$ cat src/rtl/kst_pkg.sv
// Shared types, constants and key decode for the key state tracker.
// Used by kst_ctrl, kst_datapath and key_state_tracker; no dependencies.
`timescale 1ns / 1ps

package kst_pkg;

  // Capacity of the held-key list.
  localparam int MAX_KEYS = 16;
  // Count holds 0..MAX_KEYS; index addresses 0..MAX_KEYS-1.
  localparam int CNT_W = $clog2(MAX_KEYS + 1);
  localparam int IDX_W = (MAX_KEYS > 1) ? $clog2(MAX_KEYS) : 1;
  localparam logic [CNT_W-1:0] MAX_CNT = CNT_W'(MAX_KEYS);

  // Field widths of the stream payloads.
  localparam int KEY_W  = 8;
  localparam int TS_W   = 32;
  localparam int MASK_W = 3;
  localparam int HELD_W = 5;
  localparam int IN_W   = 48;
  localparam int OUT_W  = 56;

  // Key codes of interest.
  localparam logic [KEY_W-1:0] KC_BACKSPACE = 8'd14;
  localparam logic [KEY_W-1:0] KC_LCTRL     = 8'd29;
  localparam logic [KEY_W-1:0] KC_RCTRL     = 8'd97;
  localparam logic [KEY_W-1:0] KC_LALT      = 8'd56;
  localparam logic [KEY_W-1:0] KC_RALT      = 8'd100;
  localparam logic [KEY_W-1:0] KC_LMETA     = 8'd125;
  localparam logic [KEY_W-1:0] KC_RMETA     = 8'd126;

  // Modifier mask bits.
  localparam logic [MASK_W-1:0] MOD_NONE  = 3'b000;
  localparam logic [MASK_W-1:0] MOD_CTRL  = 3'b001;
  localparam logic [MASK_W-1:0] MOD_ALT   = 3'b010;
  localparam logic [MASK_W-1:0] MOD_SUPER = 3'b100;

  // Commands from the controller to the datapath.
  typedef struct packed {
    logic load;     // capture the input item, start the scan
    logic check;    // terminate test and modifier update
    logic rd_k;     // read the entry at the scan position
    logic rd_last;  // drop the last entry and read it
    logic swap_wr;  // write the swapped-in entry at the scan position
    logic step_k;   // advance the scan position
    logic append;   // store a pressed key and commit the count
    logic emit;     // load the result into the output register
  } kst_cmd_t;

  // Status from the datapath to the controller.
  typedef struct packed {
    logic is_term;    // backspace with exactly ctrl+alt held
    logic scan_done;  // scan position reached the end of the list
    logic hit;        // entry just read matches the key
    logic out_free;   // output register can take a result
  } kst_sts_t;

  function automatic logic [MASK_W-1:0] modifier_of(input logic [KEY_W-1:0] key);
    logic [MASK_W-1:0] mod;
    case (key)
      KC_LCTRL, KC_RCTRL: mod = MOD_CTRL;
      KC_LALT, KC_RALT:   mod = MOD_ALT;
      KC_LMETA, KC_RMETA: mod = MOD_SUPER;
      default:            mod = MOD_NONE;
    endcase
    return mod;
  endfunction

endpackage

$ cat src/rtl/kst_ctrl.sv
// Sequencing state machine of the key state tracker.
// Depends on kst_pkg for the command and status structs.
`timescale 1ns / 1ps

module kst_ctrl (
  input  logic              clk,
  input  logic              rst_n,
  input  logic              in_tvalid,
  output logic              in_tready,
  input  kst_pkg::kst_sts_t sts,
  output kst_pkg::kst_cmd_t cmd
);

  typedef enum logic [6:0] {
    ST_IDLE   = 7'b0000001,
    ST_CHECK  = 7'b0000010,
    ST_READ   = 7'b0000100,
    ST_CMP    = 7'b0001000,
    ST_SWAP   = 7'b0010000,
    ST_APPEND = 7'b0100000,
    ST_DONE   = 7'b1000000
  } state_t;

  state_t state_r, state_nxt;

  assign in_tready = (state_r == ST_IDLE);

  always_comb begin
    state_nxt = state_r;
    cmd       = '0;
    case (state_r)
      ST_IDLE: begin
        if (in_tvalid) begin
          cmd.load  = 1'b1;
          state_nxt = ST_CHECK;
        end
      end
      ST_CHECK: begin
        cmd.check = 1'b1;
        state_nxt = sts.is_term ? ST_DONE : ST_READ;
      end
      ST_READ: begin
        if (sts.scan_done) begin
          state_nxt = ST_APPEND;
        end else begin
          cmd.rd_k  = 1'b1;
          state_nxt = ST_CMP;
        end
      end
      ST_CMP: begin
        if (sts.hit) begin
          cmd.rd_last = 1'b1;
          state_nxt   = ST_SWAP;
        end else begin
          cmd.step_k = 1'b1;
          state_nxt  = ST_READ;
        end
      end
      ST_SWAP: begin
        cmd.swap_wr = 1'b1;
        cmd.step_k  = 1'b1;
        state_nxt   = ST_READ;
      end
      ST_APPEND: begin
        cmd.append = 1'b1;
        state_nxt  = ST_DONE;
      end
      ST_DONE: begin
        if (sts.out_free) begin
          cmd.emit  = 1'b1;
          state_nxt = ST_IDLE;
        end
      end
      default: state_nxt = ST_IDLE;
    endcase
  end

  always_ff @(posedge clk) begin
    if (!rst_n) begin
      state_r <= ST_IDLE;
    end else begin
      state_r <= state_nxt;
    end
  end

`ifndef NO_ASSERTIONS
  a_busy_after_accept: assert property (@(posedge clk) disable iff (!rst_n)
    (in_tvalid && in_tready) |=> !in_tready)
    else $error("kst_ctrl: ready again right after an accepted item");
`endif

endmodule

$ cat src/rtl/kst_datapath.sv
// Datapath of the key state tracker: input capture, held-key memory,
// scan counters, modifier mask and the output register. Depends on kst_pkg.
`timescale 1ns / 1ps

module kst_datapath (
  input  logic                      clk,
  input  logic                      rst_n,
  input  logic [kst_pkg::IN_W-1:0]  in_tdata,
  input  logic                      out_tready,
  output logic                      out_tvalid,
  output logic [kst_pkg::OUT_W-1:0] out_tdata,
  input  kst_pkg::kst_cmd_t         cmd,
  output kst_pkg::kst_sts_t         sts
);

  localparam int CNT_W = kst_pkg::CNT_W;
  localparam int IDX_W = kst_pkg::IDX_W;

  // Captured item.
  logic [kst_pkg::KEY_W-1:0] key_r;
  logic                      press_r;
  logic                      focus_r;
  logic [kst_pkg::TS_W-1:0]  ts_r;
  logic                      term_r;
  logic                      ovf_r;

  // Persistent state and scan counters.
  logic [kst_pkg::MASK_W-1:0] mask_r;
  logic [CNT_W-1:0]           count_r;
  logic [CNT_W-1:0]           k_r;
  logic [CNT_W-1:0]           end_r;

  logic [kst_pkg::KEY_W-1:0] mem [kst_pkg::MAX_KEYS];
  logic [kst_pkg::KEY_W-1:0] rdata_r;

  logic                       out_valid_r;
  logic [kst_pkg::OUT_W-1:0]  out_data_r;
  logic [kst_pkg::OUT_W-1:0]  out_nxt;

  logic [CNT_W-1:0]           end_dec;
  logic [IDX_W-1:0]           rd_idx;
  logic                       room;
  logic [kst_pkg::MASK_W-1:0] mod;
  logic                       deliver;
  logic [CNT_W+kst_pkg::HELD_W-1:0] cnt_ext;

  assign end_dec = end_r - CNT_W'(1);
  assign rd_idx  = cmd.rd_last ? end_dec[IDX_W-1:0] : k_r[IDX_W-1:0];
  assign room    = (end_r < kst_pkg::MAX_CNT);
  assign mod     = kst_pkg::modifier_of(key_r);

  assign sts.is_term   = (key_r == kst_pkg::KC_BACKSPACE) &&
                         (mask_r == (kst_pkg::MOD_CTRL | kst_pkg::MOD_ALT));
  assign sts.scan_done = (k_r >= end_r);
  assign sts.hit       = (rdata_r == key_r);
  assign sts.out_free  = !out_valid_r || out_tready;

  // Result packing, lowest bit first.
  assign deliver = focus_r && !term_r;
  assign cnt_ext = {{kst_pkg::HELD_W{1'b0}}, count_r};

  always_comb begin
    out_nxt        = '0;
    out_nxt[0]     = term_r;
    out_nxt[1]     = deliver;
    out_nxt[9:2]   = deliver ? key_r : '0;
    out_nxt[10]    = deliver && press_r;
    out_nxt[42:11] = deliver ? ts_r : '0;
    out_nxt[45:43] = mask_r;
    out_nxt[50:46] = cnt_ext[kst_pkg::HELD_W-1:0];
    out_nxt[51]    = ovf_r;
  end

  // Held-key memory: one read and one write port.
  always_ff @(posedge clk) begin
    if (cmd.rd_k || cmd.rd_last) begin
      rdata_r <= mem[rd_idx];
    end
    if (cmd.swap_wr) begin
      mem[k_r[IDX_W-1:0]] <= rdata_r;
    end else if (cmd.append && press_r && room) begin
      mem[end_r[IDX_W-1:0]] <= key_r;
    end
  end

  // Item capture and per-item flags.
  always_ff @(posedge clk) begin
    if (cmd.load) begin
      key_r   <= in_tdata[7:0];
      press_r <= in_tdata[8];
      focus_r <= in_tdata[9];
      ts_r    <= in_tdata[41:10];
      term_r  <= 1'b0;
      ovf_r   <= 1'b0;
    end
    if (cmd.check) begin
      term_r <= sts.is_term;
    end
    if (cmd.append) begin
      ovf_r <= press_r && !room;
    end
    if (cmd.emit) begin
      out_data_r <= out_nxt;
    end
  end

  // Control state.
  always_ff @(posedge clk) begin
    if (!rst_n) begin
      mask_r      <= '0;
      count_r     <= '0;
      k_r         <= '0;
      end_r       <= '0;
      out_valid_r <= 1'b0;
    end else begin
      if (cmd.load) begin
        k_r   <= '0;
        end_r <= count_r;
      end
      if (cmd.check && !sts.is_term) begin
        mask_r <= press_r ? (mask_r | mod) : (mask_r & ~mod);
      end
      if (cmd.rd_last) begin
        end_r <= end_dec;
      end
      if (cmd.step_k) begin
        k_r <= k_r + CNT_W'(1);
      end
      if (cmd.append) begin
        count_r <= (press_r && room) ? end_r + CNT_W'(1) : end_r;
      end
      if (cmd.emit) begin
        out_valid_r <= 1'b1;
      end else if (out_tready) begin
        out_valid_r <= 1'b0;
      end
    end
  end

  assign out_tvalid = out_valid_r;
  assign out_tdata  = out_data_r;

`ifndef NO_ASSERTIONS
  a_count_bound: assert property (@(posedge clk) disable iff (!rst_n)
    count_r <= kst_pkg::MAX_CNT)
    else $error("kst_datapath: held count above capacity");
  // Removing the last entry leaves the scan position one past the shrunk end.
  a_scan_bound: assert property (@(posedge clk) disable iff (!rst_n)
    k_r <= end_r + CNT_W'(1))
    else $error("kst_datapath: scan position past end of list");
  a_term_result: assert property (@(posedge clk) disable iff (!rst_n)
    (out_valid_r && out_data_r[0]) |-> (!out_data_r[1] && !out_data_r[51]))
    else $error("kst_datapath: terminate result delivered or overflowed");
`endif

endmodule

$ cat src/rtl/key_state_tracker.sv
// Top level of the key state tracker: joins the controller and the datapath.
// Depends on kst_pkg, kst_ctrl and kst_datapath.
`timescale 1ns / 1ps
//
// Channel   Direction  Width  Content
// in_*      slave      48     one key event
// out_*     master     56     one result item per event
//
// The terminate combination skips the removal scan. Otherwise the scan reads
// the held-key memory through its single read port, one entry at a time, and
// each entry that it removes adds a swap write before the scan moves on.
// Reset is synchronous and active low; it clears the mask and the count, and
// held-key entries need no clearing because only entries below the count are
// read. A new item is accepted while a finished result still waits in the
// output register; a stalled output holds the next result in its last state.
//
// The block tracks a ctrl/alt/super mask and an unordered list of held keys.
// Each event removes any copy of its key by swapping in the last entry, and a
// press then appends the key unless the list is full, which raises an
// overflow flag. Backspace with exactly ctrl+alt held raises a terminate
// request and leaves the mask and list alone. Events are marked for delivery
// when a focus target exists and the event raises no terminate request.

module key_state_tracker (
  input  logic        clk,
  input  logic        rst_n,
  input  logic        in_tvalid,
  output logic        in_tready,
  // [7:0] key_code, [8] pressed, [9] has_focus, [41:10] timestamp, [47:42] zero
  input  logic [47:0] in_tdata,
  output logic        out_tvalid,
  input  logic        out_tready,
  // [0] terminate_request, [1] deliver_event, [9:2] event_key,
  // [10] event_pressed, [42:11] event_time, [45:43] modifiers_now,
  // [50:46] held_total, [51] list_overflow, [55:52] zero
  output logic [55:0] out_tdata
);

  kst_pkg::kst_cmd_t cmd;
  kst_pkg::kst_sts_t sts;

  // The controller steps through capture, check, scan, append and emit; a terminate skips scan and append.
  kst_ctrl u_ctrl (
    .clk       (clk),
    .rst_n     (rst_n),
    .in_tvalid (in_tvalid),
    .in_tready (in_tready),
    .sts       (sts),
    .cmd       (cmd)
  );

  // The datapath holds the list memory, the mask and the output register.
  kst_datapath u_datapath (
    .clk        (clk),
    .rst_n      (rst_n),
    .in_tdata   (in_tdata),
    .out_tready (out_tready),
    .out_tvalid (out_tvalid),
    .out_tdata  (out_tdata),
    .cmd        (cmd),
    .sts        (sts)
  );

endmodule
$ cat config.mk
export PLATFORM = sky130hd
export DESIGN_NAME = key_state_tracker
export DESIGN_NICKNAME = d
export VERILOG_FILES = /design/src/rtl/kst_pkg.sv /design/src/rtl/kst_ctrl.sv /design/src/rtl/kst_datapath.sv /design/src/rtl/key_state_tracker.sv
export SDC_FILE = /design/constraint.sdc
export NUM_CORES = 1
export LEC_CHECK = 0
export ABC_AREA = 1
export BUFFER_PORTS_ARGS = -buffer_cell sky130_fd_sc_hd__buf_2
export CORE_MARGIN = 2
export CORE_UTILIZATION = 55
export CTS_BUF_LIST = sky130_fd_sc_hd__clkbuf_4 sky130_fd_sc_hd__clkbuf_8
export CTS_CLUSTER_DIAMETER = 30
export DETAILED_ROUTE_END_ITERATION = 7
export PLACE_DENSITY = 0.83
export SLEW_MARGIN = 20
export SYNTH_ARGS = -nofsm -noshare
export SYNTH_HDL_FRONTEND = slang
export SYNTH_SLANG_ARGS = --single-unit
$ cat constraint.sdc
create_clock -name clk -period 3.9 [get_ports clk]
set_input_delay 0.39 -clock clk [delete_from_list [all_inputs] [get_ports clk]]
set_output_delay 0.39 -clock clk [all_outputs]
set_load 0.02 [all_outputs]
==> metrics.md <==
| Metric | Value |
|---|---|
| Detailed router's first-iteration violation count | `853` |
| Total Power | `6.03 mW` |
| Reg2Reg Setup Slack | `0.69 ns` |
| Syn Area/Cell | `10.4 µm²` |
| Top-area cell type share of the netlist area | `62.9%` |
| Sequential area share after synthesis | `67.6%` |
| Cells after Synth | `1064` |
| H-tree depth | `2` |
| YS warnings | `0` |
| Fmax | `311 MHz` |
| Depth of the most critical reg-to-reg path | `10` |
| Pint | `4.72 mW` |
| Fraction of layout cells with a size suffix above 1 | `18.3%` |
| Vias per cell | `5.18` |
| CP startpoint kind | `flip-flop` |
| Area contributors post-synth | `edfxtp_1 63%, inv_1 7.4%, nand2_1 7.2%, nand3_1 6.5%, dfxtp_1 4.7%` |
| Post-cts resize count | `0` |
| Chip height | `146 µm` |
| Vias in the first global route | `7701` |
| Status | `finished, final reports clean` |
| Maxcap violations | `0` |
| # fillers | `1403` |
| Area of the multi-input gates | `2560 µm²` |
| Area Overhead vs Synth | `18.5%` |
| CTS Hold Bufs | `13` |
| Overflow after GRT | `0` |
| Cells on Worst Hold Path | `1` |
| Site row count | `51` |
| Largest net degree at the start of global routing | `54` |
| Routed wire length | `25000 µm` |
| Fin nets | `1284` |
| # DRC | `0` |
| Tightest Pin Transition | `0.898 ns` |
| Routed Antenna Nets | `0` |
| Netlist cell types | `38` |
| Setup Crit Path Kind | `flip-flop to flip-flop` |
| Min Hold Slack | `0.0122 ns` |
| Setup WS post-layout | `0.687 ns` |
| CP Max Fanout | `17` |
| Initial antenna violation count | `0` |
| Post-synth EDFFs | `232` |
| Most frequent cell after synthesis | `edfxtp_1` |
| Bufs on Longest Clock Path | `3` |
| Final-report hold violation count | `0` |
| Hold Crit Class | `input pin to flip-flop` |
| Starting Density | `56.6%` |
| RePlAce Congestion | `0.890` |
| First-pass iteration count of the detailed router | `7` |
| Die area | `21300 µm²` |
| Width of the die | `146 µm` |
| Worst Setup EP | `u_datapath.mem[3][2]$_DFFE_PP_` |
| CP required | `4.07 ns` |
| Worst-path clk slew | `0.06 ns` |
| Ports | `110` |
| Pre-CTS WS | `0.837 ns` |
| Vias | `7911` |
| Commonest cells in the synthesized netlist | `232 x edfxtp_1, 219 x inv_1, 214 x nand2_1, 143 x nand3_1, 89 x nor2_1` |
| Max_slew headroom | `39.9%` |
| Worst-case clock skew | `0.0129 ns` |
| Psw | `1.31 mW` |
| Worst skew pair latency | `0.56 ns` |
| CTS Root Cell | `clkbuf_8` |
| Synth area leader | `edfxtp_1` |
| Register share of total power | `50.9%` |
| N_diodes | `0` |
| Logic gate share of total power | `3.3%` |
| Main synth FF type | `edfxtp_1` |
| CTS tree | `built` |
| DP Wirelength | `15400 µm` |
| Register bit total from synthesis | `258` |
| Setup bufs post-CTS | `0` |
| Fin Setup TNS | `0 ns` |
| Crit path from | `u_ctrl.state_r[0]$_SDFFE_PN1P_` |
| PD cells | `459 nW/µm²` |
| WL per Instance | `16.4 µm` |
| Worst IR Drop VDD | `0.400 mV` |
| Tcrit/Tclk final | `82.4%` |
| Core area | `19600 µm²` |
| FFs w/ async S/R, synth | `0%` |
| WP data arrival | `3.38 ns` |
| Cell Area, Synth | `11100 µm²` |
| Switch share | `21.8%` |
| Pleak | `5.72 nW` |
| Critical R2R Launch | `u_ctrl.state_r[0]$_SDFFE_PN1P_` |
| FF+latch area | `7490 µm²` |
| RSZ-0062 raised after global routing | `no` |
| Port Buf Inserts | `99` |
| Clock power share | `45.8%` |
| Max-slew violation count | `0` |
| TritonCTS Buffers | `49` |
| Total track usage | `23.5%` |
| Crit. End Element | `flip-flop` |
| Min cycle time layout | `3.21 ns` |
| Sinks on the clock net | `258` |
| Setup-failing EPs final | `0` |
| First-pass GRT wire length | `39300 µm` |
| RR Endpoint | `u_datapath.mem[3][2]$_DFFE_PP_` |
through the flow:
stage	utilization [%]	instance area (µm²)	std cells
after floorplan	-	11100	1067
after global placement	61.0	11900	1424
after detailed placement	61.0	11900	1424
after CTS	67.0	13100	1526
after global routing	67.0	13100	1527
final	67.0	13100	1527
layout make-up:
class / instances / area share [%]
Clock buffer: 59 / 5.95
Inverter: 227 / 6.49
Sequential cell: 258 / 57.0
Tap cell: 265 / 2.53
Multi-Input combinational cell: 547 / 19.5
Timing Repair Buffer: 141 / 6.54
Clock inverter: 30 / 2.00
routing by layer:
layer	vias up	GRT usage, %	share of wire (%)
li1	3784	-	-
met4	0	8.38	2.7
met1	3616	29.8	38
met5	-	0	0
met2	452	40.2	49
met3	59	4.73	10
power groups by stage:
stage | registers, mW | clock network [mW] | logic, mW
4_1_cts | 3.07 | 2.80 | 0.198
5_1_grt | 3.07 | 2.92 | 0.222
3_3_place_gp | 3.12 | 0 | 0.176
3_5_place_dp | 3.12 | 0 | 0.182
6_report | 3.07 | 2.76 | 0.197
2_1_floorplan | 3.12 | 0 | 0.124
worst max-delay path: stages (launching register included):
cell	delay, ns
dfxtp_1	0.33
nor2_2	0.15
inv_1	0.05
nor2_1	0.16
nand3_1	0.17
inv_1	0.27
nand2_1	0.29
buf_4	0.28
nand2_1	0.25
nand3_1	0.16
nor2_1	0.71
registers in the layout (all words and copies together), names as in the netlist, 5 cells and up, named ones only:
signal,cells
u_datapath.out_tdata,52
u_datapath.k_r,5
u_datapath.mem,128
u_datapath.rdata_r,8
u_datapath.count_r,5
u_datapath.ts_r,32
u_ctrl.state_r,7
u_datapath.key_r,8
u_datapath.end_r,5
logic make-up after synthesis:
| family | after synthesis | synth area share [%] |
|---|---|---|
| and+or+nand+nor | 473 | 18.4 |
| DFF | 258 | 67.6 |
| AOI/OAI and AO/OA | 56 | 3.14 |
| xor gates and xnor gates | 6 | 0.474 |
| other | 1 | 0.0338 |
| adders and majority gates | 8 | 0.903 |
| buffers and inverters | 262 | 9.54 |
worst min path at each step:
stage,startpoint,endpoint,slack [ns]
detailed placement,flip-flop,u_datapath.out_tdata[43]$_DFFE_PP_,0.44
CTS,in_tdata[10],u_datapath.ts_r[0]$_DFFE_PP_,0.0004
global route,in_tdata[33],u_datapath.ts_r[23]$_DFFE_PP_,0.001
floorplan,u_datapath.ovf_r$_SDFFCE_PN0P_,u_datapath.out_tdata[51]$_DFFE_PP_,0.40
global placement,u_datapath.ovf_r$_SDFFCE_PN0P_,u_datapath.out_tdata[51]$_DFFE_PP_,0.40
finish,in_tdata[41],u_datapath.ts_r[31]$_DFFE_PP_,0.01
cell usage in the layout (no fill, tap or decap), types with 6 or more instances in the layout:
cell type / Yosys / layout
dlygate4sd3_1: 0 / 14
buf_2: 14 / 99
ha_1: 8 / 8
clkinv_1: 1 / 14
a21oi_1: 13 / 13
dfxtp_1: 26 / 26
clkbuf_8: 0 / 54
clkinv_2: 0 / 6
edfxtp_1: 232 / 232
inv_2: 7 / 7
nor2_1: 89 / 88
o21ai_0: 23 / 23
inv_1: 219 / 218
nand2_1: 214 / 214
buf_4: 9 / 27
nand3_1: 143 / 143
Note: power is estimated with default switching activity, not from simulation.
